## config.mk

```make
export PLATFORM = sky130hd
export DESIGN_NAME = aabb_pair_collision_table
export DESIGN_NICKNAME = d
export VERILOG_FILES = /design/src/aabb_pkg.sv /design/src/aabb_pair_collision_table.sv
export SDC_FILE = /design/constraint.sdc
export NUM_CORES = 1
export LEC_CHECK = 0
export BUFFER_PORTS_ARGS = -buffer_cell sky130_fd_sc_hd__clkbuf_2
export CORE_MARGIN = 5
export CORE_UTILIZATION = 55
export DETAILED_ROUTE_END_ITERATION = 8
export GPL_TIMING_DRIVEN = 0
export PLACE_DENSITY = 0.81
export SKIP_LAST_GASP = 1
export SYNTH_ARGS = -nofsm -noshare
export SYNTH_HDL_FRONTEND = slang
export SYNTH_SLANG_ARGS = --single-unit
```

## constraint.sdc

```tcl
create_clock -name i_clk -period 9.2 [get_ports i_clk]
set_clock_uncertainty 0.15 [all_clocks]
set_input_delay 0 -clock i_clk [delete_from_list [all_inputs] [get_ports i_clk]]
set_output_delay 0 -clock i_clk [all_outputs]
set_load 0.005 [all_outputs]
```

## src/aabb_pkg.sv

```systemverilog
`timescale 1ns / 1ps
`default_nettype none
package aabb_pkg;

    localparam int SLOTS = 8;
    localparam int KINDS = 10;
    localparam int SLOT_W = 3;
    localparam logic [3:0] KIND_NONE = 4'd0;

    localparam logic [2:0] OP_ADD    = 3'd0;
    localparam logic [2:0] OP_MARK   = 3'd1;
    localparam logic [2:0] OP_ACTIVE = 3'd2;
    localparam logic [2:0] OP_PURGE  = 3'd3;
    localparam logic [2:0] OP_SCAN   = 3'd4;
    localparam logic [2:0] OP_QUERY  = 3'd5;

    localparam logic [1:0] ST_OK    = 2'd0;
    localparam logic [1:0] ST_FULL  = 2'd1;
    localparam logic [1:0] ST_EMPTY = 2'd2;

    localparam logic [0:0] REG_MASK_LOW  = 1'd0;
    localparam logic [0:0] REG_MASK_HIGH = 1'd1;

    typedef struct packed {
        logic [2:0]         opcode;
        logic [2:0]         slot;
        logic signed [15:0] rect_x;
        logic signed [15:0] rect_y;
        logic [14:0]        rect_w;
        logic [14:0]        rect_h;
        logic [3:0]         kind;
        logic               has_listener;
        logic               active_flag;
    } t_req;

    typedef struct packed {
        logic [1:0] status;
        logic [2:0] slot_a;
        logic [2:0] slot_b;
        logic       pair_valid;
        logic       notify_a;
        logic       notify_b;
        logic       hit;
        logic       last;
    } t_rsp;

    typedef struct packed {
        logic signed [15:0] x;
        logic signed [15:0] y;
        logic [14:0]        w;
        logic [14:0]        h;
    } t_box;

    function automatic logic boxes_overlap(input t_box a, input t_box b);
        logic signed [17:0] ax0, ax1, bx0, bx1, ay0, ay1, by0, by1;
        ax0 = 18'(a.x);
        ax1 = 18'(a.x) + 18'(signed'({1'b0, a.w}));
        bx0 = 18'(b.x);
        bx1 = 18'(b.x) + 18'(signed'({1'b0, b.w}));
        ay0 = 18'(a.y);
        ay1 = 18'(a.y) + 18'(signed'({1'b0, a.h}));
        by0 = 18'(b.y);
        by1 = 18'(b.y) + 18'(signed'({1'b0, b.h}));
        return (ax0 <= bx1) && (ax1 >= bx0) && (ay0 <= by1) && (ay1 >= by0);
    endfunction

    function automatic logic mask_allowed(input logic [59:0] lo, input logic [39:0] hi,
                                          input logic [3:0] row, input logic [3:0] col);
        logic [6:0] bitn;
        logic       res;
        bitn = '0;
        res  = 1'b0;
        if (row >= 4'd1 && row <= 4'(KINDS) && col >= 4'd1 && col <= 4'(KINDS)) begin
            if (row <= 4'd6) begin
                bitn = 7'(({3'd0, row} - 7'd1) * 7'd10 + ({3'd0, col} - 7'd1));
                res  = lo[bitn[5:0]];
            end else begin
                bitn = 7'(({3'd0, row} - 7'd7) * 7'd10 + ({3'd0, col} - 7'd1));
                res  = hi[bitn[5:0]];
            end
        end
        return res;
    endfunction

endpackage
`default_nettype wire

```

## src/aabb_pair_collision_table.sv

```systemverilog
`timescale 1ns / 1ps
`default_nettype none
// eight-slot rectangle table with one shared overlap/mask unit stepped by a small sequencer.
// a request is accepted when start is high and busy is low. add, mark, set active, purge and
// the unused opcodes finish in the exec state; query then visits slots in order up to the
// first hit or the last slot; scan has a setup step, walks the 28 pairs i<j and ends with a
// done item. busy drops in the cycle in which a request's last result sits on o_rsp, so the
// next request can be accepted at the edge that takes it. results appear on o_rsp for exactly
// one cycle marked by o_rsp_valid; the receiver cannot stall them. the pair masks sit at byte
// addresses 0 and 8; the user must change them only while busy is low (not enforced by the block).
module aabb_pair_collision_table (
    input  wire logic          i_clk,
    input  wire logic          i_rst_n,
    input  wire logic          start,
    output logic               busy,
    input  wire aabb_pkg::t_req i_req,
    output logic               o_rsp_valid,
    output aabb_pkg::t_rsp     o_rsp,
    input  wire logic          psel,
    input  wire logic          penable,
    input  wire logic          pwrite,
    input  wire logic [3:0]    paddr,
    input  wire logic [63:0]   pwdata,
    output logic [63:0]        prdata,
    output logic               pready
);
    import aabb_pkg::*;

    typedef enum logic [4:0] {
        S_IDLE  = 5'b00001,
        S_EXEC  = 5'b00010,
        S_SCAN  = 5'b00100,
        S_QUERY = 5'b01000,
        S_DONE  = 5'b10000
    } t_state;

    t_state            r_state, n_state;
    logic [59:0]       r_mask_lo;
    logic [39:0]       r_mask_hi;
    t_req              r_req;
    t_box              r_rect [SLOTS];
    logic [3:0]        r_kind [SLOTS];
    logic [SLOTS-1:0]  r_used, r_marked, r_active, r_listens;
    logic [SLOT_W-1:0] r_i, r_j;
    logic              r_out_valid, n_out_valid;
    t_rsp              r_out, n_out;

    logic              wr_en;
    logic              live_i, live_j, ov, na, nb, q_ok;
    logic [SLOT_W-1:0] free_idx;
    logic              has_free;
    t_box              q_box;

    assign pready = 1'b1;
    assign wr_en  = psel && penable && pwrite;
    assign busy   = (r_state != S_IDLE);
    assign o_rsp_valid = r_out_valid;
    assign o_rsp  = r_out;

    always_comb begin
        prdata = '0;
        unique case (paddr[3])
            REG_MASK_LOW:  prdata = {4'd0, r_mask_lo};
            REG_MASK_HIGH: prdata = {24'd0, r_mask_hi};
            default:       prdata = '0;
        endcase
    end

    always_comb begin
        free_idx = '0;
        has_free = 1'b0;
        for (int k = SLOTS - 1; k >= 0; k--) begin
            if (!r_used[k]) begin
                free_idx = SLOT_W'(k);
                has_free = 1'b1;
            end
        end
    end

    assign q_box  = '{x: r_req.rect_x, y: r_req.rect_y, w: r_req.rect_w, h: r_req.rect_h};
    assign live_i = r_used[r_i] && r_active[r_i] && !r_marked[r_i] && r_kind[r_i] != KIND_NONE;
    assign live_j = r_used[r_j] && r_active[r_j] && !r_marked[r_j] && r_kind[r_j] != KIND_NONE;
    // shared unit: slot i against slot j in scan, slot i against request in query
    assign ov = boxes_overlap(r_rect[r_i], (r_state == S_SCAN) ? r_rect[r_j] : q_box);
    assign na = mask_allowed(r_mask_lo, r_mask_hi, r_kind[r_i],
                             (r_state == S_SCAN) ? r_kind[r_j] : r_req.kind);
    assign nb = mask_allowed(r_mask_lo, r_mask_hi,
                             (r_state == S_SCAN) ? r_kind[r_j] : r_req.kind, r_kind[r_i]);
    assign q_ok = r_used[r_i] && !r_marked[r_i] && (na || nb) && ov;

    always_comb begin
        n_state = r_state;
        unique case (r_state)
            S_IDLE: begin
                if (start) begin
                    n_state = S_EXEC;
                end
            end
            S_EXEC: begin
                if (r_req.opcode == OP_SCAN) n_state = S_SCAN;
                else if (r_req.opcode == OP_QUERY) n_state = S_QUERY;
                else n_state = S_IDLE;
            end
            S_SCAN: begin
                if (r_i == SLOT_W'(SLOTS - 2) && r_j == SLOT_W'(SLOTS - 1)) n_state = S_DONE;
            end
            S_QUERY: begin
                if (q_ok || r_i == SLOT_W'(SLOTS - 1)) n_state = S_IDLE;
            end
            S_DONE: begin
                n_state = S_IDLE;
            end
            default: n_state = S_IDLE;
        endcase
    end

    always_comb begin
        n_out_valid = 1'b0;
        n_out       = '0;
        unique case (r_state)
            S_IDLE: ;
            S_EXEC: begin
                n_out_valid = (r_req.opcode != OP_SCAN) && (r_req.opcode != OP_QUERY);
                n_out.last  = 1'b1;
                case (r_req.opcode) inside
                    OP_ADD: begin
                        if (has_free) begin
                            n_out.slot_a = free_idx;
                        end else begin
                            n_out.status = ST_FULL;
                        end
                    end
                    OP_MARK, OP_ACTIVE: begin
                        if (!r_used[r_req.slot]) begin
                            n_out.status = ST_EMPTY;
                        end
                    end
                    default: ;
                endcase
            end
            S_SCAN: begin
                if (live_i && live_j && ov &&
                    ((na && r_listens[r_i]) || (nb && r_listens[r_j]))) begin
                    n_out_valid      = 1'b1;
                    n_out.slot_a     = r_i;
                    n_out.slot_b     = r_j;
                    n_out.pair_valid = 1'b1;
                    n_out.notify_a   = na && r_listens[r_i];
                    n_out.notify_b   = nb && r_listens[r_j];
                end
            end
            S_QUERY: begin
                if (q_ok || r_i == SLOT_W'(SLOTS - 1)) begin
                    n_out_valid = 1'b1;
                    n_out.hit   = q_ok;
                    n_out.last  = 1'b1;
                end
            end
            S_DONE: begin
                n_out_valid = 1'b1;
                n_out.last  = 1'b1;
            end
            default: ;
        endcase
    end

    always_ff @(posedge i_clk) begin
        r_out <= n_out;
        if (r_state == S_IDLE && start) begin
            r_req <= i_req;
            r_i   <= '0;
            r_j   <= SLOT_W'(1);
        end
        if (r_state == S_EXEC && r_req.opcode == OP_ADD && has_free) begin
            r_rect[free_idx]    <= q_box;
            r_kind[free_idx]    <= r_req.kind;
            r_listens[free_idx] <= r_req.has_listener;
            r_active[free_idx]  <= 1'b1;
        end
        if (r_state == S_EXEC && r_req.opcode == OP_ACTIVE && r_used[r_req.slot]) begin
            r_active[r_req.slot] <= r_req.active_flag;
        end
        if (r_state == S_SCAN) begin
            if (r_j == SLOT_W'(SLOTS - 1)) begin
                r_i <= r_i + SLOT_W'(1);
                r_j <= r_i + SLOT_W'(2);
            end else begin
                r_j <= r_j + SLOT_W'(1);
            end
        end
        if (r_state == S_QUERY) begin
            r_i <= r_i + SLOT_W'(1);
        end
    end

    always_ff @(posedge i_clk) begin
        if (!i_rst_n) begin
            r_state     <= S_IDLE;
            r_used      <= '0;
            r_marked    <= '0;
            r_mask_lo   <= '0;
            r_mask_hi   <= '0;
            r_out_valid <= 1'b0;
        end else begin
            r_state     <= n_state;
            r_out_valid <= n_out_valid;
            if (wr_en) begin
                unique case (paddr[3])
                    REG_MASK_LOW:  r_mask_lo <= pwdata[59:0];
                    REG_MASK_HIGH: r_mask_hi <= pwdata[39:0];
                    default: ;
                endcase
            end
            if (r_state == S_EXEC) begin
                case (r_req.opcode)
                    OP_ADD: begin
                        if (has_free) begin
                            r_used[free_idx]   <= 1'b1;
                            r_marked[free_idx] <= 1'b0;
                        end
                    end
                    OP_MARK: begin
                        if (r_used[r_req.slot]) r_marked[r_req.slot] <= 1'b1;
                    end
                    OP_PURGE: begin
                        r_used   <= r_used & ~r_marked;
                        r_marked <= '0;
                    end
                    default: ;
                endcase
            end
        end
    end

endmodule
`default_nettype wire
```

; Word level (Yosys, flattened, before mapping)
; Memory sizes are Yosys's and may differ from the RTL's. A register that Yosys moved wholly into a read port is not among the register bits.
; Index checks and enable logic that the tools add are counted.
[word_totals]
input_bits = 148
ram_bits = 528
ff_bits = 231
n_memories = 2
wordCells = 243
output_inout_bits = 80
[op_classes]
n_lt_le_gt_ge = 20
n_mul = 4
n_mux = 92
n_eq_ne = 21
reduce_logical = 54
bitwise = 8
n_addsub = 15
[memory_table]
columns = memory, depth, word_bits, rd, rd_clocked_by_memory_dff, write_ports, line_no
row1 = r_rect, 8, 62, 2, 2, 1, aabb_pair_collision_table.sv:41  ; t_box r_rect [SLOTS];
row2 = r_kind, 8, 4, 2, 2, 1, aabb_pair_collision_table.sv:42  ; logic [3:0] r_kind [SLOTS];
[ops]
columns = operator, count
row1 = case mux 64 bit (2 select lines), 1
row2 = adder 16 x 16 -> 17 bit, 4
row3 = 2-to-1 mux 62 bit, 1
row4 = 2-to-1 mux 3 bit, 19
row5 = 2-to-1 mux 8 bit, 5
row6 = greater-or-equal comparator 17 x 16 -> 1 bit, 2
row7 = less-or-equal comparator 16 x 17 -> 1 bit, 2
row8 = logical AND 1 bit, 34
row9 = 2-to-1 mux 1 bit, 33
row10 = "< comparator 6 x 7 -> 1 bit, second input constant", 4
row11 = "multiplier 7 x 3 -> 5 bit, second input constant", 4
row12 = binary-select mux 1 bit (select 3 bit), 9
row13 = adder 6 bit, 4
row14 = binary-select mux 1 bit (select 6 bit), 4
row15 = bitwise OR 8 bit, 3
row16 = case mux 8 bit (3 select lines), 1
row17 = case mux 5 bit (4 select lines), 1
row18 = AND 8 bit, 2
row19 = bitwise mux 8 bit, 2
row20 = "< comparator 3 x 4 -> 1 bit, second input constant", 4
row21 = NOT 8 bit, 2
row22 = case mux 8 bit (2 select lines), 1
row23 = "== test 3 bit, second input constant", 5
row24 = 2-to-1 mux 5 bit, 3
row25 = 37 further kinds, 64

; Depth between registers and ports, before layout
; Gate-level depths: netlist (run 1).
[depth]
ltp_word = 16
depth_mapped = 33
mapped_depth_nobuf = 29

; Worst setup path before layout (run 1)
; No wires, ideal clock.
[synth_path]
kind = register to register
startpoint = reg r_i[0]
endpoint = reg r_out (netlist bit o_rsp[10])
period_less_slack_ns = 7.859
required_ns = 8.931
setup_slack_ns = 1.341
stages_incl_launch_ff = 30
t_arrival_ns = 7.591
cell_sequence = dfxtp_1 -> buf_2 -> buf_1 -> clkbuf_1 -> buf_1 -> buf_1 -> mux4_2 -> mux2_2 -> ha_1 -> fa_1 -> a21o_1 -> a21oi_1 -> o21bai_1 -> a21oi_1 -> o21bai_1 -> a21oi_1 -> nor2b_1 -> o21a_1 -> o41ai_1 -> o31ai_1 -> xor2_1 -> ha_1 -> a21o_1 -> a2111o_1 -> a2111oi_0 -> o21ai_0 -> nand4b_1 -> nand4b_1 -> nor2_2 -> a2bb2o_2
[synth_via]
elab_chain_cells = 10
elab_cells_between_ends = 19
classes_between = mux (10) / reduce/logical (9)
[synth_lines]
columns = element, line_no
row1 = start: declaration, aabb_pair_collision_table.sv:44  ; logic [SLOT_W-1:0] r_i, r_j;
row2 = start signal: assignment, aabb_pair_collision_table.sv:185  ; r_i <= r_i + SLOT_W'(1);
row3 = start signal: assignment, aabb_pair_collision_table.sv:192  ; r_i <= r_i + SLOT_W'(1);
row4 = binary-select mux 1 bit (select 3 bit), aabb_pair_collision_table.sv:81  ; assign live_i = r_used[r_i] && r_active[r_i] && !r_marked[r_i] && r_kind[r_i] != KIND_NONE;
row5 = 2-to-1 mux 1 bit (implied by the code), aabb_pair_collision_table.sv:81
row6 = logical AND 1 bit / zero test 1 bit (equally long branches), aabb_pair_collision_table.sv:81
row7 = logical AND 1 bit (2 in series), aabb_pair_collision_table.sv:81
row8 = logical AND 1 bit (2 in series), aabb_pair_collision_table.sv:142  ; if (live_i && live_j && ov &&
row9 = logical AND 1 bit *, aabb_pair_collision_table.sv:142
row10 = 2-to-1 mux 9 bit *, aabb_pair_collision_table.sv:142
row11 = case mux 3 bit (2 select lines) *, aabb_pair_collision_table.sv:120  ; unique case (r_state)
row12 = end signal: assignment, aabb_pair_collision_table.sv:168  ; r_out <= n_out;
row13 = end: declaration, aabb_pair_collision_table.sv:46  ; t_rsp r_out, n_out;
; Mark *: on every way between the ends. The rest lies on a longest branch, timed or not. The select of a mux whose other input is x is not followed.
; A chain may end at the register's enable or synchronous reset.

==> flow_summary_export.csv, run 1 <==
group,metric,value,unit
outcome,status,"finished, final reports clean",
clock_network,cts_tree,"yes",
grt,grt_max_degree,43,
worst_hold_path,min_path_type,"in -> reg",
clock_network,clockRootBuffer,"clkbuf_16",
logic_synthesis,synth_cell_type_count,85,
placed_design,gp_congestion,0.954,
power,power.leakage,17.4,nW
final_layout,area_delta_synth_final,19.2,%
timing,slew_headroom,22.0,%
final_layout,fin_cells,4626,
power,power.total,8.79,mW
power,pwr-share-clk,37.5,%
worst_setup_path,cp-start-kind,"flop",
logic_synthesis,syn-cell-area,41300,sq um
final_layout,fillerInstances,4992,
power,p_comb_share,17.3,%
placed_design,dp_hpwl,82900,um
detailed_routing,vias,30700,
logic_synthesis,synth_top_family_by_area,"multiplexers",
detailed_routing,wirelength,125000,um
timing,setup_viol,0,
logic_synthesis,synth_top_cell_area_share,44.6,%
placed_design,place_inst,4251,
logic_synthesis,async_flop_share,0,%
worst_setup_path,reg2reg_depth,29,
grt,grt_pass1_vias,31500,
worst_setup_path,r2r_end,"o_rsp_valid",
timing,rsz0062_at_grt,"no",
logic_synthesis,syn_inst,3041,
die,core,74400,sq um
power,sw_frac_of_total,27.5,%
placed_design,dp_slack,-1.20,ns
worst_setup_path,crit_end,"o_rsp_valid",
die,die_w,284,um
timing,holdWs,0.00324,ns
grt,grt_pass1_wl,188000,um
clock_network,cts.sinks,762,
final_layout,drive_gt1_share,23.0,%
die,die_h,284,um
detailed_routing,dr.pass1.iters,8,
worst_setup_path,critPathMaxStageDelay,0.74,ns
power,p_int,6.37,mW
clock_network,clk-insertion-delay-late,0.65,ns
worst_setup_path,arrival,9.24,ns
detailed_routing,antenna_left,0,
logic_synthesis,avgSynthCellArea,13.6,sq um
timing,finalHoldViolCount,0,
grt,antenna_found_initial,3,
logic_synthesis,synthMuxAreaShare,22.4,%
clock_network,path_clk_slew,0.06,ns
worst_setup_path,crit_top_cell,"a21oi_1",
power,switching_power,2.42,mW
logic_synthesis,ys_warn_count,0,
worst_setup_path,cp.depth,29,
flow_run,cap_violations,0,
clock_network,h-tree-depth,3,
timing,drv_slew,0,
timing,tightest_slew,1.17,ns
power,pwr-share-seq,45.1,%
worst_setup_path,cp_max_fo,10,
logic_synthesis,synth_ff_type,"edfxtp_1",
detailed_routing,viasPerCell,6.64,
grt,grt_use_total,30.2,%
logic_synthesis,synth_compound_area_share,8.25,%
timing,finalCritPeriodShare,96.2,%
clock_network,cts_made_buffers,79,
grt,grt.overflow.total,0,
logic_synthesis,ys_ff_latch,762,
final_layout,nNetsFinal,3914,
logic_synthesis,synth_edf_count,613,
worst_setup_path,cp.buffers_inverters,4,
detailed_routing,drt_iter0_drc,4297,
worst_setup_path,worstSetupPathType,"reg -> reg",
die,dieArea,80700,sq um
clock_network,cts_buffer_depth,3,
logic_synthesis,synthAdderAreaFrac,5.48,%
timing,fmax,0.113,GHz
worst_setup_path,ff2ff_setup_slack,0.35,ns
power,peakVddDrop,0.000171,V
worst_setup_path,cp.required,9.59,ns
final_layout,fin_util,66.1,%
placed_design,port-buffer-count,213,
logic_synthesis,synthTopCellsByArea,"edfxtp_1 45%, mux4_2 16%, dfxtp_1 7.2%",
logic_synthesis,seq_area_frac_synth,51.8,%
timing,period_needed,8.85,ns
power,power_density,179,nW/um^2
die,rows,100,
worst_setup_path,end_kind,"flop",
detailed_routing,drc,0,
worst_setup_path,cpLargestDelayFamily,"compound AO/OA/AOI/OAI gates",
logic_synthesis,yosys.area.top_type,"edfxtp_1",
die,initial_core_util,55.5,%
detailed_routing,wl_per_cell,27.0,um
logic_synthesis,synth_xor_area_share,1.81,%
timing,layout_setup_ws,0.353,ns
worst_setup_path,crit_path_top_delay_cell,"clkdlybuf4s15_1",
logic_synthesis,synthSimpleGateAreaFrac,7.56,%
die,io_pins,228,
final cells by class:
class                           instances  area, sq um  share of cell area [%]
Buffer                                175          762                    1.55
Clock inverter                         54          597                    1.21
Multi-Input combinational cell       1997        18900                    38.3
Timing Repair Buffer                  466         3890                    7.91
Sequential cell                       762        21400                    43.5
Tap cell                              969         1210                    2.46
Inverter                              109          413                   0.839
Clock buffer                           92         2080                    4.22
Antenna cell                            2         5.00                  0.0102
per-layer routing:
metal / up-vias / global-route usage, % / share of wire, % / routed length (um)
met4: 2 / 14.7 / 5.9 / 7320
met2: 2196 / 51.1 / 49 / 60900
met3: 523 / 7.20 / 10 / 13000
met5: - / 0 / 0.0056 / 7
met1: 15100 / 36.7 / 35 / 43500
li1: 12900 / - / - / -
power groups by stage:
stage / clock network, mW / logic, mW / registers [mW]
floorplan: 0 / 1.01 / 3.98
global placement: 0 / 1.35 / 4.03
detailed placement: 0 / 1.39 / 4.03
CTS: 3.30 / 1.48 / 3.96
global route: 3.48 / 1.64 / 3.97
finish: 3.30 / 1.52 / 3.97
cell usage after synthesis, types with 37 or more instances:
cell      instances
a21boi_0        118
a21oi_1         113
buf_1            46
clkbuf_1        117
dfxtp_1         149
edfxtp_1        613
ha_1            168
inv_1           108
mux2_2          111
mux2i_1         127
mux4_2          297
nand2_1         331
nand2b_1         38
nand3_1          37
nor2_1          125
nor2b_1          42
o21ai_0         113
xnor2_1          55
timing repair:
item / CTS / global route
hold buffers: 228 / 0
endpoints found under the setup margin: 14 / 12
setup buffers: 0 / 0
hold endpoints to repair: 188 / 0
resized for setup: 14 / 51
cells in the final DEF (no fill, tap or decap), types with 19 or more instances in the layout:
cell           count
edfxtp_1         613
nand2_1          331
mux4_2           297
clkbuf_2         235
dlygate4sd3_1    228
ha_1             168
dfxtp_1          149
mux2i_1          127
a21boi_0         118
nor2_1           117
a21oi_1          113
o21ai_0          113
clkbuf_1         112
mux2_2           111
inv_1            107
clkbuf_16         81
xnor2_1           55
nor2b_1           42
nand2b_1          38
nand3_1           37
buf_1             32
nor3_1            25
xor2_1            25
buf_12            19
how the worst min path moves through the flow:
stage,from,to,slack (ns),cells after the start
2_1_floorplan,i_req[6],q_box[0],-0.05,0
3_3_place_gp,i_req[42],q_box[36],0.03,1
3_5_place_dp,i_req[24],q_box[18],0.03,1
4_1_cts,pwdata[59],r_mask_lo[59],0.00006,4
5_1_grt,pwdata[24],r_mask_hi[24],0.001,4
6_report,pwdata[58],r_mask_lo[58],0.003,4
cell families (layout without fill, tap and decap cells):
| group | Yosys count | count (layout) |
|---|---|---|
| and+or+nand+nor | 684 | 684 |
| other | 2 | 7 |
| muxes | 537 | 537 |
| DFF | 762 | 762 |
| xor gates and xnor gates | 82 | 82 |
| buffers and inverters | 285 | 896 |
| adders and majority gates | 176 | 176 |
| AOI/OAI and AO/OA | 513 | 513 |
worst min-delay path, stage by stage:
cell and delay [ns]:
dlygate4sd3_1 0.53, clkbuf_2 0.10, nand2_1 0.05, a21boi_0 0.07
sequential cells by signal, indices dropped and copies added (netlist names), 12 cells and up, named ones only:
register	count
o_rsp	13
q_box	62
r_mask_hi	40
r_kind	32
r_rect	496
r_req	12
r_mask_lo	60
through the flow:
| stage | area [sq um] | setup TNS (ns) |
|---|---|---|
| after floorplan | 41300 | 0 |
| after global placement | 43600 | -10.50 |
| after detailed placement | 44200 | -11.94 |
| after CTS | 49200 | 0 |
| after global routing | 49200 | 0 |
| final | 49200 | 0 |
Note: power is estimated with default switching activity, not from simulation.
==> run 2, diff against run 1 <==
--- a/config.mk
+++ b/config.mk
@@ -5,11 +5,13 @@
 export SDC_FILE = /design/constraint.sdc
 export NUM_CORES = 1
 export LEC_CHECK = 0
+export ABC_CLOCK_PERIOD_IN_PS = 9200
 export BUFFER_PORTS_ARGS = -buffer_cell sky130_fd_sc_hd__clkbuf_2
 export CORE_MARGIN = 5
 export CORE_UTILIZATION = 55
 export DETAILED_ROUTE_END_ITERATION = 8
 export GPL_TIMING_DRIVEN = 0
+export MAX_ROUTING_LAYER = met4
 export PLACE_DENSITY = 0.81
 export SKIP_LAST_GASP = 1
 export SYNTH_ARGS = -nofsm -noshare
==> run 2 against run 1 <==
Compared with the run above: global-route usage is 1.2 points higher; count of clock-buffer cells in the layout grew 8; cell count increased by 0.86%; largest power group unchanged; highest routed layer is now met4.
==> flow_summary_export.csv, run 2 (synthesis gave the netlist of run 1 again) <==
group,metric,value,unit
detailed_routing,drc,0,
grt,grt_use_total,31.3,%
timing,setup_viol,0,
worst_setup_path,cp.buffers_inverters,4,
clock_network,cts_made_buffers,81,
grt,antenna_found_initial,4,
worst_hold_path,min_to,"r_mask_lo[44]",
power,sw_frac_of_total,28.0,%
final_layout,largest_reg_flops,496,
worst_hold_path,whs_path_depth,4,
worst_setup_path,crit_top_cell,"o21ai_0",
worst_setup_path,crit_path_top_delay_cell,"clkbuf_1",
clock_network,clockRootBuffer,"clkbuf_16",
detailed_routing,vias,30600,
worst_hold_path,min_path_type,"in -> reg",
timing,tightest_slew,1.27,ns
die,die_h,284,um
placed_design,port-buffer-count,213,
detailed_routing,wl_per_cell,26.9,um
final_layout,final_cell_mix,"613 x edfxtp_1, 331 x nand2_1, 297 x mux4_2, 267 x dlygate4sd3_1, 234 x clkbuf_2",
final_layout,final_common_cell,"edfxtp_1",
grt,grt_pass1_vias,31600,
final_layout,fillerInstances,4896,
worst_setup_path,cpLargestDelayFamily,"compound AO/OA/AOI/OAI gates",
die,initial_core_util,55.5,%
clock_network,cts.sinks,762,
worst_setup_path,critPathMaxStageDelay,0.79,ns
final_layout,fin_util,66.5,%
power,power_density,176,nW/um^2
worst_setup_path,worstSetupPathType,"reg -> reg",
clock_network,cts_buffer_depth,3,
power,power.leakage,17.5,nW
placed_design,place_area,44200,sq um
power,p_comb_share,17.6,%
clock_network,cts_tree,"yes",
outcome,status,"finished, final reports clean",
detailed_routing,antenna_left,0,
placed_design,gp_congestion,0.961,
worst_setup_path,cp.required,9.58,ns
worst_setup_path,end_kind,"flop",
placed_design,dp_hpwl,82800,um
power,pwr-share-clk,37.0,%
worst_hold_path,min-delay-start,"pwdata[44]",
flow_run,cap_violations,0,
power,switching_power,2.44,mW
final_layout,top_register,"r_rect",
final_layout,nNetsFinal,3954,
timing,finalCritPeriodShare,97.0,%
power,p_int,6.29,mW
worst_setup_path,ff2ff_setup_slack,0.28,ns
worst_setup_path,cp_max_fo,10,
worst_setup_path,reg2reg_depth,30,
clock_network,clk-insertion-delay-late,0.67,ns
power,peakVddDrop,0.000194,V
timing,finalHoldViolCount,0,
worst_setup_path,r2r_end,"o_rsp_valid",
die,die_w,284,um
worst_setup_path,worstReg2RegStart,"r_i[1]",
grt,grt.overflow.total,0,
die,dieArea,80700,sq um
die,io_pins,228,
die,rows,100,
timing,fmax,0.112,GHz
final_layout,drive_gt1_share,22.5,%
timing,period_needed,8.92,ns
worst_setup_path,cp-start-kind,"flop",
power,pwr-share-seq,45.4,%
detailed_routing,drt_iter0_drc,3840,
grt,grt_max_degree,43,
detailed_routing,dr.pass1.iters,8,
detailed_routing,wirelength,126000,um
detailed_routing,viasPerCell,6.56,
final_layout,design_area,49500,sq um
power,power.total,8.73,mW
final_layout,area_delta_synth_final,19.9,%
die,core,74400,sq um
timing,slew_headroom,15.2,%
clock_network,h-tree-depth,3,
grt,grt_pass1_wl,189000,um
clock_network,path_clk_slew,0.06,ns
timing,drv_slew,0,
worst_setup_path,arrival,9.30,ns
==> run 2: worst max path at each step <==
stage,startpoint,cells after the start,end,slack [ns]
finish,r_i[1],30,o_rsp_valid,0.28
global route,r_i[1],30,o_rsp_valid,-0.01
CTS,r_i[0],30,o_rsp_valid,0.03
detailed placement,r_i[0],31,o_rsp_valid,-1.22
global placement,r_i[0],31,o_rsp_valid,-1.02
floorplan,r_i[0],29,o_rsp[10],1.34
==> run 2: final cells by class <==
class | instances | area [sq um] | area share [%]
Tap cell | 969 | 1210 | 2.45
Timing Repair Buffer | 504 | 4260 | 8.61
Clock buffer | 100 | 2160 | 4.36
Multi-Input combinational cell | 1997 | 18900 | 38.1
Clock inverter | 44 | 445 | 0.899
Buffer | 175 | 748 | 1.51
Antenna cell | 6 | 15.0 | 0.0303
Sequential cell | 762 | 21400 | 43.2
Inverter | 109 | 413 | 0.834
==> run 2: timing repair <==
item	4_1_cts	5_1_grt
hold buffers	267	0
hold endpoints to repair	188	0
endpoints found under the setup margin	14	13
cloned	0	0
resized for setup	13	50
buffers inserted	0	0
==> run 2: power groups by stage <==
| stage | logic [mW] | clock network (mW) | registers (mW) |
|---|---|---|---|
| 2_1_floorplan | 1.01 | 0 | 3.98 |
| 3_3_place_gp | 1.35 | 0 | 4.03 |
| 3_5_place_dp | 1.39 | 0 | 4.03 |
| 4_1_cts | 1.49 | 3.24 | 3.96 |
| 5_1_grt | 1.64 | 3.42 | 3.97 |
| 6_report | 1.53 | 3.23 | 3.97 |
==> run 2: stage by stage <==
| stage | instances | hold slack [ns] | setup TNS [ns] | worst slack (ns) |
|---|---|---|---|---|
| global placement | 4226 | 0.0267 | -9.48 | -1.02 |
| CTS | 4660 | 0.0000502 | 0 | 0.0342 |
| detailed placement | 4250 | 0.0286 | -11.94 | -1.22 |
| global route | 4664 | 0.0211 | -0.0127 | -0.0127 |
| floorplan | 3044 | -0.0511 | 0 | 1.34 |
| finish | 4666 | 0.0296 | 0 | 0.277 |
==> run 2: per-layer routing <==
metal	share of wire, %	vias up	global-route usage [%]	wire length, um
li1	-	13000	-	-
met1	35	14900	37.7	44400
met2	48	2210	51.1	60800
met3	11	510	6.55	13300
met4	5.8	0	15.1	7280
met5	0	-	-	0
==> run 2: worst register-to-register path: cells and delay by family, from the launching register on <==
kind                       cells  cell delay [ns]
AOI/OAI and AO/OA             14             3.36
buffers and inverters          4             1.95
and+or+nand+nor                6             1.07
adders and majority gates      3             0.95
DFF                            1             0.58
muxes                          2             0.54
xor gates and xnor gates       1             0.17
